**src/design/pltc_pkg.sv**
```systemverilog
package pltc_pkg;

  // Item selector carried in tuser.
  typedef enum logic {
    FUNC_MESSAGE = 1'b0,
    FUNC_PASS    = 1'b1
  } func_t;

  // Level codes, both as reported by a message and as qualified.
  typedef enum logic [1:0] {
    LEVEL_FULL    = 2'd0,
    LEVEL_EMPTY   = 2'd1,
    LEVEL_NORMAL  = 2'd2,
    LEVEL_UNKNOWN = 2'd3
  } level_t;

  localparam int LEVEL_CONFIRM = 3;
  localparam int STOP_CONFIRM  = 5;
  localparam int LEVEL_CNT_W   = $clog2(LEVEL_CONFIRM + 1);
  localparam int STOP_CNT_W    = $clog2(STOP_CONFIRM + 1);

  localparam int NET_W  = 14;
  localparam int POT_W  = 10;
  localparam int SEC_W  = 15;
  localparam int MIN_W  = 8;

  localparam logic [NET_W-1:0]        NETWORK_ID_RESET = 14'd2012;
  localparam logic signed [SEC_W-1:0] TIME_RESET       = 15'sd1800;
  localparam logic signed [SEC_W-1:0] TIME_FLOOR       = -15'sd16384;
  localparam logic [MIN_W-1:0]        DURATION_RESET   = 8'd30;

  // Knob mapping constants: minutes = sample * KNOB_SPAN / KNOB_FULL + 1.
  localparam logic [17:0] KNOB_SPAN = 18'd179;
  localparam logic [10:0] KNOB_FULL = 11'd1023;

  // Minutes to seconds as shift and subtract: m * 60 = m * 64 - m * 4.
  function automatic logic signed [SEC_W-1:0] minutes_to_seconds(input logic [MIN_W-1:0] m);
    logic [SEC_W-1:0] wide;
    wide = (SEC_W'(m) << 6) - (SEC_W'(m) << 2);
    return signed'(wide);
  endfunction

endpackage

```
**src/design/pump_level_timer_controller.sv**
```systemverilog
// Channel   Dir  Handshake                  Payload
// s_axis    in   s_axis_tvalid/tready       tdata: msg_valid, msg_network, msg_status,
//                                           button_pressed, pot_sample; tuser: func
// m_axis    out  m_axis_tvalid/tready       tdata: motor_on, level_state, seconds_left,
//                                           remaining_minutes, run_minutes
// config    in   cfg_we                     cfg_wdata: network_id
//
// Two register stages: an input register and a result register, with all state
// updated in the single cycle an item moves from the first to the second.
// One item per cycle is sustained unless the output stalls; each result is registered.
// A stalled output holds its result while one more item waits in the input register.
// rst is synchronous and restores the power-on state and network id 2012.
module pump_level_timer_controller (
  input  logic                    clk,
  input  logic                    rst,
  input  logic                    cfg_we,
  input  logic [13:0]             cfg_wdata,
  input  logic                    s_axis_tvalid,
  output logic                    s_axis_tready,
  // [0] msg_valid, [14:1] msg_network, [16:15] msg_status,
  // [17] button_pressed, [27:18] pot_sample, [31:28] zero
  input  logic [31:0]             s_axis_tdata,
  // [0] func
  input  logic                    s_axis_tuser,
  output logic                    m_axis_tvalid,
  input  logic                    m_axis_tready,
  // [0] motor_on, [2:1] level_state, [17:3] seconds_left,
  // [25:18] remaining_minutes, [33:26] run_minutes, [39:34] zero
  output logic [39:0]             m_axis_tdata
);
  import pltc_pkg::*;

  // Configuration and state.
  logic [NET_W-1:0]         network_id;
  logic                     motor_running;
  level_t                   qualified_level;
  logic signed [SEC_W-1:0]  time_left;
  logic [MIN_W-1:0]         duration_minutes;
  logic [LEVEL_CNT_W-1:0]   full_run, empty_run, normal_run;
  logic [STOP_CNT_W-1:0]    stop_run;

  logic                     motor_running_next;
  level_t                   qualified_level_next;
  logic signed [SEC_W-1:0]  time_left_next;
  logic [MIN_W-1:0]         duration_minutes_next;
  logic [LEVEL_CNT_W-1:0]   full_run_next, empty_run_next, normal_run_next;
  logic [STOP_CNT_W-1:0]    stop_run_next;

  // Input register.
  logic                     in_valid;
  func_t                    in_func;
  logic                     in_msg_valid;
  logic [NET_W-1:0]         in_network;
  level_t                   in_status;
  logic                     in_button;
  logic [MIN_W-1:0]         in_knob_minutes;

  // Result register.
  logic                     out_valid;
  logic                     out_motor;
  level_t                   out_level;
  logic signed [SEC_W-1:0]  out_seconds;
  logic [MIN_W-1:0]         out_run_minutes;
  logic [MIN_W-1:0]         out_remaining;

  logic advance;
  logic s_take;

  assign advance       = in_valid && (!out_valid || m_axis_tready);
  assign s_axis_tready = !in_valid || advance;
  assign s_take        = s_axis_tvalid && s_axis_tready;

  // Knob mapping ahead of the input register. The quotient estimate by 1024 is
  // at most one short of the quotient by 1023, so one compare corrects it.
  logic [POT_W-1:0] pot;
  logic [17:0]      knob_prod;
  logic [7:0]       knob_q0;
  logic [10:0]      knob_rem;
  logic [MIN_W-1:0] knob_minutes;

  always_comb begin
    pot          = s_axis_tdata[27:18];
    knob_prod    = 18'(pot) * KNOB_SPAN;
    knob_q0      = knob_prod[17:10];
    knob_rem     = {1'b0, knob_prod[9:0]} + 11'(knob_q0);
    knob_minutes = knob_q0 + MIN_W'(knob_rem >= KNOB_FULL) + 8'd1;
  end

  always_ff @(posedge clk) begin
    if (rst) begin
      in_valid <= 1'b0;
    end else if (s_take) begin
      in_valid <= 1'b1;
    end else if (advance) begin
      in_valid <= 1'b0;
    end
    if (s_take) begin
      in_func         <= func_t'(s_axis_tuser);
      in_msg_valid    <= s_axis_tdata[0];
      in_network      <= s_axis_tdata[14:1];
      in_status       <= level_t'(s_axis_tdata[16:15]);
      in_button       <= s_axis_tdata[17];
      in_knob_minutes <= knob_minutes;
    end
  end

  // State update for one item.
  logic signed [SEC_W-1:0] reload_seconds;

  always_comb begin
    reload_seconds        = minutes_to_seconds(duration_minutes);
    motor_running_next    = motor_running;
    qualified_level_next  = qualified_level;
    time_left_next        = time_left;
    duration_minutes_next = duration_minutes;
    full_run_next         = full_run;
    empty_run_next        = empty_run;
    normal_run_next       = normal_run;
    stop_run_next         = stop_run;

    case (in_func)
      FUNC_MESSAGE: begin
        if (in_msg_valid && in_network == network_id) begin
          full_run_next   = '0;
          empty_run_next  = '0;
          normal_run_next = '0;
          case (in_status)
            LEVEL_FULL: begin
              full_run_next = full_run + 1'b1;
              if (full_run_next >= LEVEL_CNT_W'(LEVEL_CONFIRM)) begin
                motor_running_next   = 1'b0;
                time_left_next       = reload_seconds;
                full_run_next        = '0;
                qualified_level_next = LEVEL_FULL;
              end
            end
            LEVEL_EMPTY: begin
              empty_run_next = empty_run + 1'b1;
              if (empty_run_next >= LEVEL_CNT_W'(LEVEL_CONFIRM)) begin
                motor_running_next   = 1'b1;
                empty_run_next       = '0;
                qualified_level_next = LEVEL_EMPTY;
              end
            end
            LEVEL_NORMAL: begin
              normal_run_next = normal_run + 1'b1;
              if (normal_run_next >= LEVEL_CNT_W'(LEVEL_CONFIRM)) begin
                normal_run_next      = '0;
                qualified_level_next = LEVEL_NORMAL;
              end
            end
            default: begin
            end
          endcase
        end
      end
      FUNC_PASS: begin
        if (in_button) begin
          motor_running_next = !motor_running;
          if (!motor_running) begin
            time_left_next = reload_seconds;
          end
        end
        if (motor_running_next) begin
          if (time_left_next > TIME_FLOOR) begin
            time_left_next = time_left_next - 15'sd1;
          end
          if (time_left_next <= 15'sd0 || qualified_level == LEVEL_FULL) begin
            stop_run_next = stop_run + 1'b1;
            if (stop_run_next >= STOP_CNT_W'(STOP_CONFIRM)) begin
              motor_running_next = 1'b0;
              time_left_next     = reload_seconds;
              stop_run_next      = '0;
            end
          end else begin
            stop_run_next = '0;
          end
        end else if (in_knob_minutes != duration_minutes) begin
          duration_minutes_next = in_knob_minutes;
          time_left_next        = minutes_to_seconds(in_knob_minutes);
        end
      end
      default: begin
      end
    endcase
  end

  always_ff @(posedge clk) begin
    if (rst) begin
      network_id       <= NETWORK_ID_RESET;
      motor_running    <= 1'b0;
      qualified_level  <= LEVEL_NORMAL;
      time_left        <= TIME_RESET;
      duration_minutes <= DURATION_RESET;
      full_run         <= '0;
      empty_run        <= '0;
      normal_run       <= '0;
      stop_run         <= '0;
      out_valid        <= 1'b0;
    end else begin
      if (cfg_we) begin
        network_id <= cfg_wdata;
      end
      if (advance) begin
        motor_running    <= motor_running_next;
        qualified_level  <= qualified_level_next;
        time_left        <= time_left_next;
        duration_minutes <= duration_minutes_next;
        full_run         <= full_run_next;
        empty_run        <= empty_run_next;
        normal_run       <= normal_run_next;
        stop_run         <= stop_run_next;
        out_valid        <= 1'b1;
      end else if (m_axis_tready) begin
        out_valid <= 1'b0;
      end
    end
    if (advance) begin
      out_motor       <= motor_running_next;
      out_level       <= qualified_level_next;
      out_seconds     <= time_left_next;
      out_run_minutes <= duration_minutes_next;
    end
  end

  // Minutes left, truncated toward zero, plus one. |t| / 60 = (|t| / 4) / 15, and the
  // quotient by 15 is ((b + 1) * 4369) >> 16, exact for b below 65535.
  logic [SEC_W-1:0] sec_abs;
  logic [12:0]      sec_quarter;
  logic [25:0]      div_prod;
  logic [8:0]       min_mag;
  logic [8:0]       min_signed;

  always_comb begin
    sec_abs       = out_seconds[SEC_W-1] ? SEC_W'(-out_seconds) : SEC_W'(out_seconds);
    sec_quarter   = sec_abs[SEC_W-1:2];
    div_prod      = (26'(sec_quarter) + 26'd1) * 26'd4369;
    min_mag       = div_prod[24:16];
    min_signed    = out_seconds[SEC_W-1] ? (~min_mag + 9'd1) : min_mag;
    out_remaining = min_signed[MIN_W-1:0] + 8'd1;
  end

  assign m_axis_tvalid = out_valid;
  assign m_axis_tdata  = {6'd0, out_run_minutes, out_remaining, out_seconds,
                          out_level, out_motor};

endmodule

```
**config.mk**
```make
export PLATFORM = sky130hd
export DESIGN_NAME = pump_level_timer_controller
export DESIGN_NICKNAME = d
export VERILOG_FILES = /design/src/design/pltc_pkg.sv /design/src/design/pump_level_timer_controller.sv
export SDC_FILE = /design/constraint.sdc
export NUM_CORES = 1
export LEC_CHECK = 0
export ABC_AREA = 1
export BUFFER_PORTS_ARGS = -buffer_cell sky130_fd_sc_hd__clkbuf_2
export CORE_MARGIN = 3
export CORE_UTILIZATION = 47
export DETAILED_ROUTE_END_ITERATION = 10
export GPL_TIMING_DRIVEN = 0
export PLACE_DENSITY_LB_ADDON = 0.15
export SYNTH_ARGS = -nofsm -noshare
export SYNTH_HDL_FRONTEND = slang
export SYNTH_SLANG_ARGS = --single-unit
```
**constraint.sdc**
```tcl
create_clock -name clk -period 18.97 [get_ports clk]
set_input_delay 1.897 -clock clk [delete_from_list [all_inputs] [get_ports clk]]
set_output_delay 1.897 -clock clk [all_outputs]
set_load 0.01 [all_outputs]
```
==> impl_metrics.toml, run 1 <==
[outcome]
status = "complete, no violations"

[floorplanning]
core-area_um2 = 22200
die_area_um2 = 24800
num_rows = 54
ioPinCount = 94
die_h_um = 158
start_util_pct = 48.6
die_w_um = 158

[synth]
yosysWarnings = 0
synth_xor_xnor_area_share_pct = 6.33
synth-compound-area-share_pct = 10.7
synth_top_family_by_area = "simple AND/OR/NAND/NOR gates"
avgSynthCellArea_um2 = 7.03
yosys.area_share.simple_pct = 27.5
async_reset_ff_share_pct = 0
syn_inst = 1537
ys_seq_area_share_pct = 24.2
ys_types = 53
yosys-mux-area-fraction_pct = 0
synthFlopType = "edfxtp_1"
synth_edf_count = 53
synth_area_um2 = 10800
synthAdderAreaFrac_pct = 20.1
synth_seq_cells = 104

[setup_path]
crit_top_cell = "nand2_1"
cp.arrival_ns = 6.61
critPathLaunchType = "flip-flop"
cpMaxStageDelayCell = "fa_1"
critPathCaptureType = "output port"
r2r_slack_ns = 14.84
worstSetupPathType = "flip-flop to output port"
cp_max_fo = 4
required_ns = 17.07
reg2reg_depth = 21
cpPeakStageDelay_ns = 0.55

[placement]
place_area_um2 = 11600
gp_congestion = 1.00
pre_cts_slack_ns = 10.72
io_buffer_count = 82
hpwl_mm = 23.5

[cells_and_area]
final_area_um2 = 11900
regArea_um2 = 2610
nNetsFinal = 1846
antenna_cells = 0
final_layout_size_suffix_gt1_share_pct = 9.44
fillCellCount = 2268
multi_input_area_um2 = 7010
synthToLayoutAreaGrowth_pct = 9.81

[clock_tree]
clk_latency_ns = 0.35
post-cts-setup-buffers = 0
clkSinkCount = 104
hold_buffers = 0
root_buffer = "clkbuf_16"
numCtsBuffers = 9
cts-resized-gates = 0
clk_transition_reported_paths_ns = 0.07
clockBufferDepth = 2
h-tree-depth = 3
cts_tree = "yes"

[route]
first_pass_iters = 5
viasPerCell = 5.20
drtIter0Drc = 795
drc_errors = 0
dr_total_vias = 10000
wire_per_inst_um = 14.8
drtAntennaViolNets = 0
routed_wl_mm = 28.4

[timing]
setup_ws_ns = 10.47
hold_viol_final = 0
fin_tns_setup_ns = 0
tightest_slew_ns = 1.09
final-setup-viol-count = 0
period_share_pct = 44.8
relSlewSlack_pct = 27.3
slew_viol_final = 0
skew_ns = 0.00757
rsz0062_at_grt = "no"
min_period_ns = 8.50
timing.fmax_mhz = 118

[worst_hold_path]
hold_path_depth = 2
hp-class = "flip-flop to flip-flop"

[power]
pwr-share-comb_pct = 70.9
power_uw = 1650
ir_drop_v = 0.000158
power.switching_uw = 838
pwr-share-clk_pct = 10.8
switching_share_pct = 50.6
intPower_uw = 817
p_leak_uw = 0.00629
power_frac_seq_pct = 18.3
power.density_nw_per_um2 = 140

[grt]
globalRoute.totalOverflow = 0
grt_use_total_pct = 23.3
first_global_vias = 9309
grt_pass1_wl_mm = 46.3
grt_antenna_before_repair = 0
grt_max_degree = 36

[flow_run]
cap_violations = 0
[Yosys cell counts, types with 5 or more instances]
| cell type | number | area share [%] |
|---|---|---|
| and2_1 | 5 | 0.29 |
| dfxtp_1 | 51 | 9.5 |
| o21ai_0 | 86 | 4.0 |
| nor2_1 | 120 | 4.2 |
| a21oi_1 | 86 | 4.0 |
| o211ai_1 | 5 | 0.35 |
| nor2_2 | 9 | 0.52 |
| nand3_1 | 102 | 4.7 |
| xnor2_1 | 13 | 1.1 |
| ha_1 | 130 | 15 |
| buf_4 | 8 | 0.56 |
| xor2_1 | 65 | 5.3 |
| nor3_1 | 20 | 0.93 |
| o21ai_1 | 9 | 0.42 |
| edfxtp_1 | 53 | 15 |
| or2_2 | 9 | 0.52 |
| nand2_1 | 354 | 12 |
| fa_1 | 27 | 5.0 |
| nand4_1 | 29 | 1.7 |
| clkbuf_1 | 17 | 0.59 |
| nand2_2 | 6 | 0.35 |
| o21bai_1 | 6 | 0.42 |
| inv_1 | 267 | 9.3 |
| inv_2 | 7 | 0.24 |
[cells in the final DEF (no fill, tap or decap), types with 51 or more instances in the layout]
master	synthesis	routed
a21oi_1	86	86
clkbuf_2	0	82
dfxtp_1	51	51
edfxtp_1	53	53
ha_1	130	130
inv_1	267	267
nand2_1	354	354
nand3_1	102	102
nor2_1	120	120
o21ai_0	86	86
xor2_1	65	65
[layer usage]
metal  global-route usage (%)  wire, um
met4                     4.96       371
met1                     34.1     14100
met3                     2.87      1440
met5                        0         0
met2                     37.1     12500
[through the flow]
stage / hold slack [ns] / instances / util, %
final: 0.478 / 1922 / 53.4
after global routing: 0.509 / 1922 / 53.4
after CTS: 0.482 / 1922 / 53.4
after detailed placement: 0.463 / 1906 / 52.1
after global placement: 0.452 / 1906 / 52.1
after floorplan: 0.440 / 1544 / -
[sequential cells by signal, summed over array words and instances (netlist names), 2 cells and up]
name and cells:
time_left 15, qualified_level 2, in_network 14, network_id 14, empty_run 2, in_knob_minutes 8
duration_minutes 8, out_run_minutes 8, normal_run 2, out_seconds 15, stop_run 3, full_run 2
out_level 2, in_status 2
[worst max-delay path: cells and delay by family, from the launching register on]
family / cells / cell delay, ns
simple gates: 23 / 2.63
xor+xnor: 3 / 0.80
flops: 1 / 0.41
compound gates: 1 / 0.21
buf+inv: 4 / 0.41
fa+ha+maj: 5 / 1.75
[power by group through the flow]
stage               clock, uW  sequential (uW)  combinational [uW]
floorplan                   0              299                 878
global placement            0              307                1150
detailed placement          0              307                1170
CTS                       182              302                1180
global route              192              305                1340
finish                    179              303                1170
[logic make-up after synthesis]
family,count (synthesis)
AND/OR/NAND/NOR,675
buffers and inverters,307
AO/OA/AOI/OAI,214
adder cells (fa/ha/maj),157
flip-flops,104
XOR/XNOR,78
other,2
[final timing paths]
path | startpoint | end
hold / removal | network_id[8]$_SDFFE_PP1P_ | network_id[8]$_SDFFE_PP1P_
hold reg to reg | network_id[8]$_SDFFE_PP1P_ | network_id[8]$_SDFFE_PP1P_
setup reg to reg | duration_minutes[6]$_SDFFE_PP0P_ | out_seconds[2]$_DFFE_PP_
setup / recovery | out_seconds[0]$_DFFE_PP_ | m_axis_tdata[25]
[cell type report]
cell class / instances / share of cell area, %
sequential: 104 / 22.0
clock inverter: 5 / 0.338
multi-input combinational: 1133 / 59.1
clock buffer: 11 / 1.96
tap: 280 / 2.95
timing repair buffer: 82 / 3.46
inverter: 276 / 8.74
buffer: 31 / 1.39
Power figures use the tool's default switching activity.
==> run 2, diff against run 1 <==
Clock period 18.97 ns to 7 ns, I/O delays scaled along.
==> impl_metrics.toml, run 2 (synthesized netlist as in run 1, its figures left out) <==
[outcome]
status = "complete, no violations"

[floorplanning]
num_rows = 54
start_util_pct = 48.6
die_h_um = 158
ioPinCount = 94
die_w_um = 158
die_area_um2 = 24800
core-area_um2 = 22200

[setup_path]
required_ns = 6.30
critPathLaunchType = "flip-flop"
cpMaxStageDelayCell = "fa_1"
crit_top_cell = "nand2_1"
cp_max_fo = 4
cp.arrival_ns = 5.97
cpPeakStageDelay_ns = 0.55
worstSetupPathType = "flip-flop to output port"
critPathCaptureType = "output port"

[route]
first_pass_iters = 6
drtIter0Drc = 720
drc_errors = 0
routed_wl_mm = 29.0
drtAntennaViolNets = 0
dr_total_vias = 10171
viasPerCell = 5.24
wire_per_inst_um = 14.9

[power]
power.density_nw_per_um2 = 409
power_frac_seq_pct = 16.3
switching_share_pct = 49.4
power.switching_uw = 2500
intPower_uw = 2560
pwr-share-comb_pct = 74.2
power_uw = 5050
p_leak_uw = 0.00643
ir_drop_v = 0.000577
pwr-share-clk_pct = 9.6

[clock_tree]
clk_transition_reported_paths_ns = 0.07
root_buffer = "clkbuf_16"
h-tree-depth = 3
hold_buffers = 0
cts_tree = "yes"
clkSinkCount = 104
numCtsBuffers = 9
clk_latency_ns = 0.35
clockBufferDepth = 2

[grt]
globalRoute.totalOverflow = 0
grt_max_degree = 36
grt_use_total_pct = 23.5
grt_antenna_before_repair = 0
first_global_vias = 9373
grt_pass1_wl_mm = 46.6

[flow_run]
cap_violations = 0

[timing]
period_share_pct = 95.2
relSlewSlack_pct = 27.4
hold_viol_final = 0
fin_hold_ws_ns = 0.478
final-setup-viol-count = 0
tightest_slew_ns = 1.09
min_period_ns = 6.67
slew_viol_final = 0
timing.fmax_mhz = 150
skew_ns = 0.00779

[cells_and_area]
layout_commonest_cell = "nand2_1"
nNetsFinal = 1866
antenna_cells = 0
final_layout_size_suffix_gt1_share_pct = 14.1
reg_top3 = "out_seconds x15, time_left x15"
final_cell_mix = "349 x nand2_1, 262 x inv_1, 121 x ha_1"
synthToLayoutAreaGrowth_pct = 14.4

[placement]
gp_congestion = 1.00
io_buffer_count = 82
hpwl_mm = 23.5

[worst_hold_path]
hp-class = "flip-flop to flip-flop"
==> run 2: changes by cell type in the layout (fill, tap and decap cells not counted), moves of 5 or more <==
cell | previous run | this run
ha_1 | 130 | 121
ha_4 | 0 | 7
nand2_2 | 6 | 11
xor2_2 | 0 | 12
buf_4 | 8 | 28
nor2_1 | 120 | 109
nor2_2 | 9 | 18
inv_2 | 7 | 12
inv_1 | 267 | 262
nand2_1 | 354 | 349
xor2_1 | 65 | 52
o21ai_0 | 86 | 81
==> run 2: final timing paths <==
check / start / cells past startpoint / to / slack, ns
setup / recovery: out_seconds[1]$_DFFE_PP_ / 35 / m_axis_tdata[25] / 0.33
hold / removal: network_id[8]$_SDFFE_PP1P_ / 2 / network_id[8]$_SDFFE_PP1P_ / 0.48
setup reg to reg: duration_minutes[6]$_SDFFE_PP0P_ / 23 / time_left[12]$_SDFFE_PP0P_ / 2.86
hold reg to reg: network_id[8]$_SDFFE_PP1P_ / 2 / network_id[8]$_SDFFE_PP1P_ / 0.48
==> run 2: per-stage QoR <==
step | worst slack [ns] | cells | utilization [%] | TNS [ns] | area, um^2
CTS | 0.00140 | 1931 | 53.9 | 0 | 12000
detailed placement | -0.0481 | 1906 | 52.1 | -0.0481 | 11600
global route | -0.0641 | 1942 | 55.6 | -0.126 | 12400
global placement | 0.0573 | 1906 | 52.1 | 0 | 11600
finish | 0.334 | 1942 | 55.6 | 0 | 12400
floorplan | 0.822 | 1544 | - | 0 | 10800
==> run 2: final cells by class <==
class	instances	area, um^2
Buffer	31	169
Clock buffer	11	233
Clock inverter	5	40.0
Fill cell	2200	9880
Inverter	276	1040
Multi-Input combinational cell	1133	7350
Sequential cell	104	2610
Tap cell	280	350
Timing Repair Buffer	102	561
==> run 2: layer usage <==
layer	global-route usage, %	wire, um	share of wire [%]	vias to the layer above
met5	0	0	0	-
met4	4.88	378	1.3	0
met3	2.90	1650	5.7	30
met2	37.7	13000	45	303
met1	34.2	13900	48	4662
li1	-	-	-	5176
==> run 2: worst max-delay path, delay by kind of cell, from the launching register on <==
kind	cells	cell delay, ns
XOR/XNOR	3	0.55
flip-flops	1	0.41
AO/OA/AOI/OAI	2	0.32
AND/OR/NAND/NOR	19	2.19
adder cells (fa/ha/maj)	5	1.62
buffers and inverters	6	0.51
==> run 2: power by group through the flow <==
| stage | logic (uW) | clock network (uW) | registers [uW] |
|---|---|---|---|
| after floorplan | 2380 | 0 | 812 |
| after global placement | 3110 | 0 | 831 |
| after detailed placement | 3170 | 0 | 831 |
| after CTS | 3360 | 492 | 818 |
| after global routing | 4230 | 520 | 829 |
| final | 3750 | 484 | 821 |
==> run 2: what timing repair did <==
| item | 4_1_cts | 5_1_grt |
|---|---|---|
| pin swaps | 7 | 30 |
| cloned | 0 | 0 |
| buffers inserted | 9 | 11 |
| setup endpoints to repair | 7 | 9 |
| resized for setup | 14 | 57 |
==> run 3, diff against run 2 <==
Settings changed: CAP_MARGIN set to 25.
Clock period 7 ns to 5.85 ns, I/O delays scaled along.
==> impl_metrics.toml, run 3 (synthesized netlist as in run 1, its figures left out) <==
[clock_tree]
h-tree-depth = 3
clkSinkCount = 104
clockBufferDepth = 2
clk_latency_ns = 0.36
root_buffer = "clkbuf_16"
clk_transition_reported_paths_ns = 0.08
numCtsBuffers = 9
hold_buffers = 0
cts_tree = "yes"

[outcome]
violations = "negative setup slack"
status = "finished with violations"

[setup_path]
required_ns = 5.27
timing.rr.start = "duration_minutes[6]$_SDFFE_PP0P_"
critPathLaunchType = "flip-flop"
critPathLaunch = "out_seconds[0]$_DFFE_PP_"
cp.arrival_ns = 5.87
critPathCaptureType = "output port"
worstSetupPathType = "flip-flop to output port"
cpMaxStageDelayCell = "fa_1"
cpPeakStageDelay_ns = 0.57
cp_max_fo = 4

[cells_and_area]
antenna_cells = 0
layout_commonest_cell = "nand2_1"
fillCellCount = 2023
regArea_um2 = 2610
reg_top3 = "out_seconds x15, time_left x15"
synthToLayoutAreaGrowth_pct = 25.2
final_area_um2 = 13500
final_layout_size_suffix_gt1_share_pct = 22.6
fin_cells = 1973
nNetsFinal = 1897
multi_input_area_um2 = 8180
final_cell_mix = "329 x nand2_1, 243 x inv_1, 99 x nor2_1"
finish.utilization_pct = 60.8

[timing]
slew_viol_final = 0
skew_ns = 0.0101
final-setup-viol-count = 7
relSlewSlack_pct = 36.4
hold_viol_final = 0
fin_tns_setup_ns = -3.40
min_period_ns = 6.46
tightest_slew_ns = 0.947
rsz0062_at_grt = "yes"
setup_ws_ns = -0.607
fin_hold_ws_ns = 0.392
timing.fmax_mhz = 155
period_share_pct = 110

[grt]
first_global_vias = 9595
grt_max_degree = 36
grt_antenna_before_repair = 0
globalRoute.totalOverflow = 0
grt_pass1_wl_mm = 48.3
grt_use_total_pct = 24.3

[power]
p_leak_uw = 0.00672
ir_drop_v = 0.000884
power.density_nw_per_um2 = 587

[floorplanning]
die_h_um = 158
ioPinCount = 94
die_area_um2 = 24800
die_w_um = 158
core-area_um2 = 22200
num_rows = 54
start_util_pct = 48.6

[placement]
gp_congestion = 1.05
place_area_um2 = 11800
place_inst = 1907
io_buffer_count = 82
hpwl_mm = 23.4

[route]
drc_errors = 0
first_pass_iters = 5
dr_total_vias = 10528
routed_wl_mm = 31.0
wire_per_inst_um = 15.7
viasPerCell = 5.34
drtAntennaViolNets = 0
drtIter0Drc = 720

[flow_run]
cap_violations = 0

[worst_hold_path]
hold_start = "s_axis_tdata[5]"
hp-class = "input port to flip-flop"
==> run 3: final timing paths <==
| path | cells past startpoint | end | slack (ns) |
|---|---|---|---|
| max | 32 | m_axis_tdata[25] | -0.61 |
| min | 1 | in_network[4]$_DFFE_PP_ | 0.39 |
| max reg2reg | 20 | time_left[11]$_SDFFE_PP0P_ | 1.85 |
| min reg2reg | 2 | network_id[8]$_SDFFE_PP1P_ | 0.48 |
==> run 3: repair_timing <==
action,in CTS,in global routing
hold endpoints to repair,0,0
pin swaps,58,109
setup endpoints to repair,16,15
setup buffers,33,20
gates resized for setup,87,143
==> run 3: power by group <==
group / internal (uW) / leakage [uW] / switching, uW
Sequential: 892 / 0.000928 / 99.9
Clock: 298 / 0.000142 / 296
Combinational: 2920 / 0.00565 / 3430
==> run 3: critical path, delay by kind of cell, from the launching register on <==
family / cells / cell delay [ns]
fa+ha+maj: 4 / 1.57
compound gates: 4 / 0.59
flops: 1 / 0.40
buf+inv: 4 / 0.52
xor+xnor: 4 / 0.76
simple gates: 16 / 1.66
==> run 3: stage by stage <==
step | power, uW | setup WS [ns]
global placement | 4830 | -0.824
finish | 7940 | -0.607
floorplan | 3930 | 0.00136
CTS | 6510 | -0.507
detailed placement | 4890 | -0.872
global route | 8630 | -0.966
==> run 3: final cells by class <==
| cell class | instances | area share [%] |
|---|---|---|
| Tap cell | 280 | 2.59 |
| Inverter | 276 | 7.70 |
| Sequential cell | 104 | 19.3 |
| Buffer | 31 | 1.30 |
| Clock inverter | 7 | 0.490 |
| Multi-Input combinational cell | 1133 | 60.5 |
| Clock buffer | 9 | 1.67 |
| Timing Repair Buffer | 133 | 6.43 |
==> run 3: per-layer routing <==
metal  part of all wire, %  vias up  wire length [um]  global-route usage, %
li1                      -     5241                 -                      -
met1                    48     4958             14700                   36.0
met2                    46      300             14100                   37.9
met3                   5.8       29              1800                   4.05
met4                   1.1        0               355                   4.38
met5                     0        -                 0                      0
